File: config.mk
export PLATFORM = sky130hd
export DESIGN_NAME = cdfec_div
export DESIGN_NICKNAME = d
export VERILOG_FILES = /design/src/design/cdfec_pkg.sv /design/src/design/cdfec_div.sv
export SDC_FILE = /design/constraint.sdc
export NUM_CORES = 1
export LEC_CHECK = 0
export ABC_AREA = 0
export BUFFER_PORTS_ARGS = -buffer_cell sky130_fd_sc_hd__buf_2
export CAP_MARGIN = 10
export CELL_PAD_IN_SITES_DETAIL_PLACEMENT = 1
export CELL_PAD_IN_SITES_GLOBAL_PLACEMENT = 2
export CORE_MARGIN = 2
export CORE_UTILIZATION = 34
export DETAILED_ROUTE_END_ITERATION = 7
export PLACE_DENSITY = 0.86
export SKIP_CTS_REPAIR_TIMING = 1
export SLEW_MARGIN = 40
export SYNTH_ARGS = -nofsm -noshare
export SYNTH_HDL_FRONTEND = slang
export SYNTH_SLANG_ARGS = --single-unit
File: constraint.sdc
create_clock -name i_clk -period 2.5 [get_ports i_clk]
set_clock_uncertainty 0.15 [all_clocks]
set_input_delay 0.375 -clock i_clk [delete_from_list [all_inputs] [get_ports i_clk]]
set_output_delay 0.375 -clock i_clk [all_outputs]
set_load 0.01 [all_outputs]
File: src/design/cdfec_pkg.sv
`default_nettype none
package cdfec_pkg;

    localparam int MAX_RUN_FRAMES    = 32;
    localparam int SAMPLES_PER_FRAME = 6;

    localparam int RUN_W     = $clog2(MAX_RUN_FRAMES + 1);
    localparam int TOT_W     = $clog2(MAX_RUN_FRAMES * SAMPLES_PER_FRAME + 1);
    localparam int NUM_W     = TOT_W + 17;
    localparam int MEM_DEPTH = 3 * MAX_RUN_FRAMES;
    localparam int ADDR_W    = $clog2(MEM_DEPTH);
    localparam int FRAME_W   = 192;

    localparam logic [1:0] KIND_GOOD      = 2'd0;
    localparam logic [1:0] KIND_SILENCE   = 2'd1;
    localparam logic [1:0] KIND_CONCEALED = 2'd2;
    localparam logic [1:0] KIND_PASSED    = 2'd3;

    localparam logic [1:0] MODE_SILENCE = 2'd0;
    localparam logic [1:0] MODE_PASS    = 2'd1;
    localparam logic [1:0] MODE_LINEAR  = 2'd2;
    localparam logic [1:0] MODE_PREDICT = 2'd3;

    localparam logic [1:0] CFG_MODE = 2'd0;
    localparam logic [1:0] CFG_PAD  = 2'd1;
    localparam logic [1:0] CFG_THR  = 2'd2;

    localparam logic [15:0] THR_RESET = 16'd1024;

    typedef logic [FRAME_W-1:0] t_frame;
    typedef logic signed [NUM_W-1:0] t_num;

    typedef struct packed {
        logic start;
        t_num num;
    } t_div_req;

    function automatic t_num sx16(input logic [15:0] v);
        sx16 = {{(NUM_W-16){v[15]}}, v};
    endfunction

endpackage
`default_nettype wire

File: src/design/cdfec_div.sv
`default_nettype none
module cdfec_div (
    input  logic                           i_clk,
    input  logic                           i_rst_n,
    input  cdfec_pkg::t_div_req            i_req,
    input  logic [cdfec_pkg::TOT_W-1:0]    i_den,
    output logic                           o_done,
    output logic [15:0]                    o_quo
);
    import cdfec_pkg::*;

    localparam int CNT_W = $clog2(NUM_W + 1);

    logic               r_busy;
    logic [CNT_W-1:0]   r_cnt;
    logic [TOT_W-1:0]   r_rem;
    logic [NUM_W-1:0]   r_q;
    logic               r_neg;
    logic [TOT_W:0]     trial;
    logic [TOT_W:0]     diff;
    logic               ge;

    assign trial = {r_rem, r_q[NUM_W-1]};
    assign ge    = trial >= {1'b0, i_den};
    assign diff  = trial - {1'b0, i_den};

    always_ff @(posedge i_clk) begin
        if (!i_rst_n) begin
            r_busy <= 1'b0;
            r_cnt  <= '0;
        end else if (i_req.start) begin
            r_busy <= 1'b1;
            r_cnt  <= CNT_W'(NUM_W);
            r_neg  <= i_req.num[NUM_W-1];
            r_q    <= i_req.num[NUM_W-1] ? NUM_W'(-i_req.num) : NUM_W'(i_req.num);
            r_rem  <= '0;
        end else if (r_busy) begin
            r_rem <= ge ? diff[TOT_W-1:0] : trial[TOT_W-1:0];
            r_q   <= {r_q[NUM_W-2:0], ge};
            r_cnt <= r_cnt - CNT_W'(1);
            if (r_cnt == CNT_W'(1)) begin
                r_busy <= 1'b0;
            end
        end
    end

    assign o_done = !r_busy;
    assign o_quo  = r_neg ? (16'd0 - r_q[15:0]) : r_q[15:0];

endmodule
`default_nettype wire

==> results of run 1 <==
==> worst max-delay path, cell delays in order (launching register included) <==
cell and delay, ps:
edfxtp_1 460, or4_1 580, o31ai_2 310, xnor2_1 160, buf_2 160
==> metal layers <==
layer	vias to the layer above	share of wire (%)	GRT usage [%]
met2	42	49	27.1
met1	1270	47	21.8
li1	1313	-	-
met3	8	3.3	3.03
met4	0	0.85	4.01
met5	-	0	0
==> through the flow <==
step	util (%)	instance area, um^2	TNS (ps)
2_1_floorplan	-	2940	0
3_3_place_gp	40.5	3360	0
3_5_place_dp	40.5	3360	0
4_1_cts	42.0	3490	-427
5_1_grt	43.2	3580	-479
6_report	43.2	3580	0
==> power breakdown <==
group          leakage, nW  internal (mW)  switching [mW]
registers            0.372          0.793          0.0484
clock network       0.0627          0.313           0.249
logic                0.990          0.234           0.283
==> synth_stat cells, types with 6 or more instances <==
cell type,count,area [um^2]
a21oi_1,33,165
xor2_1,24,210
o31ai_1,11,82.6
nand3_1,10,50.1
dfxtp_1,6,120
nor3_1,11,55.1
o21ai_0,18,90.1
nand2_1,16,60.1
xnor2_1,17,149
nor2b_1,9,56.3
edfxtp_1,34,1020
inv_1,18,67.6
ha_1,12,150
clkbuf_1,9,33.8
nor2_1,33,124
==> flip-flops by register name, indices dropped and copies added (netlist names) <==
signal,count
r_q,25
r_rem,8
r_cnt,5
r_busy,1
r_neg,1
==> path summary, 6_finish.rpt <==
kind	start	endpoint	slack, ps	cells past startpoint
max reg2reg	r_rem[0]	r_rem[1]	240	7
min reg2reg	r_cnt[1]	r_cnt[1]	360	2
min	i_rst_n	r_cnt[0]	200	2
max	r_q[12]	o_quo[15]	3	4
==> kinds of logic (layout without fill, tap and decap cells) <==
group / count (synthesis) / count (layout) / share of synthesized area (%)
flip-flops: 40 / 40 / 38.8
AO/OA/AOI/OAI: 93 / 93 / 20.4
multiplexers: 1 / 1 / 0.341
AND/OR/NAND/NOR: 104 / 104 / 17.9
adder cells (fa/ha/maj): 13 / 13 / 5.79
buffers and inverters: 32 / 98 / 4.47
XOR/XNOR: 41 / 41 / 12.2
==> final cells by class <==
| cell class | instances | area, um^2 |
|---|---|---|
| Clock buffer | 8 | 121 |
| Timing Repair Buffer | 72 | 410 |
| Fill cell | 982 | 4710 |
| Tap cell | 105 | 131 |
| Multi-Input combinational cell | 252 | 1710 |
| Inverter | 18 | 67.6 |
| Sequential cell | 40 | 1140 |
==> summary.md, run 1 <==
The final instance count without filler cells was 495; the synthesized area per cell was 9.07 um^2. STA classifies the critical path startpoint as a flip-flop. Data on the critical path arrives at its endpoint at 1970 ps. Summing over every cut layer, the via total after detailed routing is 2633. Max-cap violations in this run came to 0. The flow ran to the end, and the final reports show no timing, DRC or antenna violations.

The pre-antenna-repair detailed-routing pass consisted of 4 iterations. In this run the cell area of the synthesized design comes to 2940 um^2. The first global-routing pass estimated 12700 um of wire.

STA classifies the critical path endpoint as a primary output. The logs give 0 for the number of antenna violations at the first check in global routing and 28.0 ps for the worst setup slack before clock tree synthesis. Compared with the post-synthesis result, the final layout area differs by 22.0%.

The library cell used most frequently in the layout, excluding fill and tap cells, is buf_2. Headroom to the max-slew limit came out at 60.3%. Leaving out fill and tap cells, the most frequent cells in the layout are 52 x buf_2, 34 x edfxtp_1, 33 x a21oi_1. For the number of warnings reported in the yosys synthesis log, the log shows 0. Summed over all layers, the routed wires come to 7630 um. The logs give 5 for the number of buffers created by CTS and 300 ps for the later-pin clock latency in the skew report.

The final cycle utilization of the critical path is 99.9%, and the post-layout net count is 438. The tree is rooted in a clkbuf_8. The initial DRC count came out at 119.

The global-route usage over all layers was 16.2%; the number of endpoints with negative hold slack in the final report was 0. Number of antenna repair diodes: 0. The floorplan has 33 rows. For the pin with the worst max-slew slack, the measured transition is 596 ps. For the worst setup path, the data required time is 1980 ps. Setup slack closes at 3.01 ps. Counting along the longest clock path gives a buffer depth of 2. After layout, the design draws a total of 1.92 mW. The worst-case vdd ir drop was 265 uV. For this run, asynchronously set or reset flops after synthesis account for 0%. The largest net degree at the start of global routing is 40, and the overflow left after global routing is 0. Classification of the worst-slack hold path: input pin to flip-flop. Average wire per cell in the routed design: 15.4 um. Setup repair after global routing could not meet its margin everywhere. In this run the worst path has a maximum fanout of 4. TritonCTS built the clock tree. The logs give 0 for the post-detailed-route DRC marker count and 53 for the number of primary I/O pins. The cell count after synthesis came out at 324.

For the maximum level of the CTS H-tree, the log shows 2. Counting every net in the synthesized netlist gives 373. The final critical-path required period works out to 2500 ps. The logs give 480 for the number of placed instances with taps included and 0.400 GHz for the highest clock frequency the design can meet.

The startpoint-to-endpoint class of the critical path is flip-flop to primary output. The run gives 0 as the total count of max-transition violations in the final report. The part of the Yosys area used for sequential elements was 38.8%; the number of global-route vias before repair was 2639. Power spread over the standard cell area amounts to 536 nW/um^2. The post-route netlist has 24.6% of its cells at a drive strength greater than 1. Total of endpoints with negative setup slack in the final report: 0. Once the floorplan was initialized, standard cells occupied 35.4% of the core. The routability congestion estimate from global placement is 0.770, and the post-route antenna net violation count is 0. The synthesized design contains 40 register bits. The region available for standard cell placement spans 8300 um^2. For this run, the leading register cell type out of synthesis is edfxtp_1. After detailed routing, the number of vias per cell comes to 5.32. The minimum hold slack came out at 196 ps. Detailed placement finished with a half-perimeter wire length of 5710 um. Total die area: 9400 um^2. After synthesis, the netlist uses 49 different library cells.

The floorplan step set the die width to 97.0 um. The tree built by TritonCTS fans out to 40 sinks. The number of port buffers works out to 52.

The die boundary height is 97.0 um. The static leakage power is 1.42 nW. Counting flops with a built-in enable in the synthesized netlist gives 34. Clock-pin slew was measured on the worst setup and hold paths at 90 ps.
Power figures use the tool's default switching activity.
==> run 2: changes to the inputs <==
RECOVER_POWER = 50   (was default)
==> summary.md, run 2 (synthesis gave the netlist of run 1 again) <==
The number of primary I/O pins was 53 (unchanged); the final wirelength was 7640 um (+0.14%). The static leakage power was 1.41 nW (-1.3%). The number of endpoints with negative hold slack in the final report was 0 (unchanged). The total placed instance area is 3360 um^2 (unchanged). Startpoint type of the worst setup path: a flip-flop. The endpoint identified for the worst register-to-register timing path is r_rem[1]. The met3 wire length is 254 um (unchanged). The length in cells of the worst reg-to-reg path works out to 7 (unchanged). Traced cell by cell, the critical path runs through or4_1 -> o31ai_2 -> xnor2_1 -> buf_2. The routability congestion estimate from global placement was 0.770 (unchanged); the area growth from synthesis to final layout was 21.5%. The logs give 0.401 GHz (about the same) for the highest clock frequency the design can meet and 115 (-3.4%) for the initial DRC count.

The number of antenna violations at the first check in global routing was 0 (unchanged); the final critical-path required period was 2500 ps (-0.128 ps). The logs give 40 (unchanged) for the sink count of the clock tree and 2 (unchanged) for the maximum level of the CTS H-tree. The post-detailed-route DRC marker count was 0 (unchanged); the area of the core was 8300 um^2 (unchanged).

TritonCTS built the clock tree. The run gives 3590 um (+0.67%) as the met1 routed wirelength after detailed routing. The run gives 5710 um (unchanged) as the total half-perimeter wirelength after legalization and detailed placement. The library cells used most frequently in the layout, excluding fill and tap cells, are 49 x buf_2, 34 x edfxtp_1, 33 x a21oi_1. The checks that failed: max-capacitance violations, max-slew violations. For the effective utilization at floorplan, the log shows 35.4% (unchanged).

The highest layer touched by signal routing is met4. The first-pass iteration count of the detailed router was 4 (unchanged); the global-route usage over all layers was 16.2% (unchanged). The peak per-stage delay on the critical path works out to 580 ps (about the same). The number of port buffers works out to 52 (unchanged). The amount of wire on met2 after detailed routing was 3740 um (-0.35%); the via count was 2634 (+0.038%). The proportion of layout cells with a drive suffix above 1 was 23.1% (-1.5 points). The final cycle utilization of the critical path came out at 99.9% (about the same). The worst setup slack before clock tree synthesis was 28.0 ps (unchanged). The worst hold path terminates at r_cnt[0]. The min-delay analysis places its worst path in the category input pin to flip-flop. The post-layout net count is 438 (unchanged).

Required time reported for the critical path endpoint: 1980 ps (about the same). In this run the critical register-to-register path is launched from r_rem[0]. The total design power was 1.92 mW (about the same). The maximum clock path buffer count was 2 (unchanged); the data arrival time at the worst-slack endpoint was 1970 ps (about the same).

Setup repair after global routing could not meet its margin everywhere. The run gives 3570 um^2 (-0.42%) as the finished layout cell area. The total power density per cell area was 537 nW/um^2 (+0.35%); the total of endpoints with negative setup slack in the final report was 0 (unchanged). The transition at the pin with the smallest max-transition slack came out at 1560 ps (+962 ps). The worst-case vdd ir drop is 264 uV (-0.29%). Worst-path maximum fanout: 4 (unchanged).

The type of destination of the critical path is a primary output. Beginning of the worst hold path: i_rst_n. The most frequent standard cell in the layout excluding fill and tap cells is buf_2. The total die area is 9400 um^2 (unchanged), and the die boundary height is 97.0 um (unchanged). The number of cells on the worst hold path came out at 2 (unchanged). The run gives 240 ps (about the same) as the internal reg-to-reg setup slack. In the final layout, the registers with the most flip-flops are r_q x25, r_rem x8, r_cnt x5. Clock slew at the register clock pins of the worst setup and hold paths: 90 ps (about the same). Startpoint-to-endpoint class of the critical path: flip-flop to primary output. The run finished, with violations left.

The post-route antenna net violation count was 0 (unchanged). The global-route wire length before repair is 12700 um (unchanged). The number of max-capacitance violations reported is 1 (+1), and the total count of max-transition violations in the final report is 40 (+40). The average wire per cell in the routed design was 15.4 um (+0.14%); the number of flip-flops in the largest register was 25 (unchanged). The die boundary width works out to 97.0 um (unchanged).

The overflow left after global routing is 0 (unchanged), and the largest net degree at the start of global routing is 40 (unchanged). The logs give -3.84% (-64 points) for the worst slew margin relative to its limit and 3.14 ps (+0.128 ps) for the worst setup margin. The average vias per placed instance was 5.32 (about the same). For the number of buffers created by CTS, the log shows 5 (unchanged). The tools report the clock root buffer master as clkbuf_8. The number of antenna repair diodes came out at 0 (unchanged). Ranked by flip-flop count, first place goes to r_q.

The logs give 300 ps (about the same) for the later-pin clock latency in the skew report and 2639 (unchanged) for the number of global-route vias before repair. The cell type of the slowest stage on the worst timing path was or4_1. The site row count is 33 (unchanged).
## run 2: changes by cell type in the layout (fill, tap and decap cells not counted), sizes merged
cell    before  now
buf         72   66
clkbuf       8   14
## run 2: cell type report
type	count	area, um^2
multi-input combinational	252	1710
inverter	18	67.6
timing repair buffer	72	395
sequential	40	1140
tap	105	131
fill	987	4730
clock buffer	8	121
## run 2: how the worst max path moves through the flow
stage | slack (ps) | depth (start not counted) | end | start
final | 3 | 4 | o_quo[15] | r_q[12]
after CTS | -110 | 5 | o_quo[15] | r_q[0]
after detailed placement | 30 | 6 | r_q[21] | i_req[6]
after global placement | 60 | 6 | r_q[20] | i_req[11]
after floorplan | 250 | 7 | r_rem[3] | i_den[1]
after global routing | -110 | 5 | o_quo[13] | r_q[8]
## run 2: worst max-delay path: cells and delay by family (launching register included)
kind                   cells  cell delay (ps)
AND/OR/NAND/NOR            1              580
buffers and inverters      1              160
AO/OA/AOI/OAI              1              310
XOR/XNOR                   1              160
flip-flops                 1              460
## run 2: routing by layer
metal | track usage (%) | vias up
met5 | 0 | -
met3 | 3.03 | 8
met4 | 4.01 | 0
met2 | 27.1 | 42
met1 | 21.8 | 1270
li1 | - | 1314
## run 2: stage by stage
stage / TNS [ps] / util, % / hold slack (ps) / std cells
2_1_floorplan: 0 / - / 318 / 324
3_3_place_gp: 0 / 40.5 / 330 / 480
3_5_place_dp: 0 / 40.5 / 345 / 480
4_1_cts: -427 / 42.0 / 194 / 488
5_1_grt: -479 / 43.0 / 203 / 495
6_report: 0 / 43.0 / 195 / 495
## run 2: where the power goes
group | internal (mW) | leakage [nW] | total [mW] | switching, mW
clock | 0.313 | 0.0627 | 0.562 | 0.249
sequential | 0.794 | 0.372 | 0.843 | 0.0485
combinational | 0.231 | 0.971 | 0.514 | 0.283
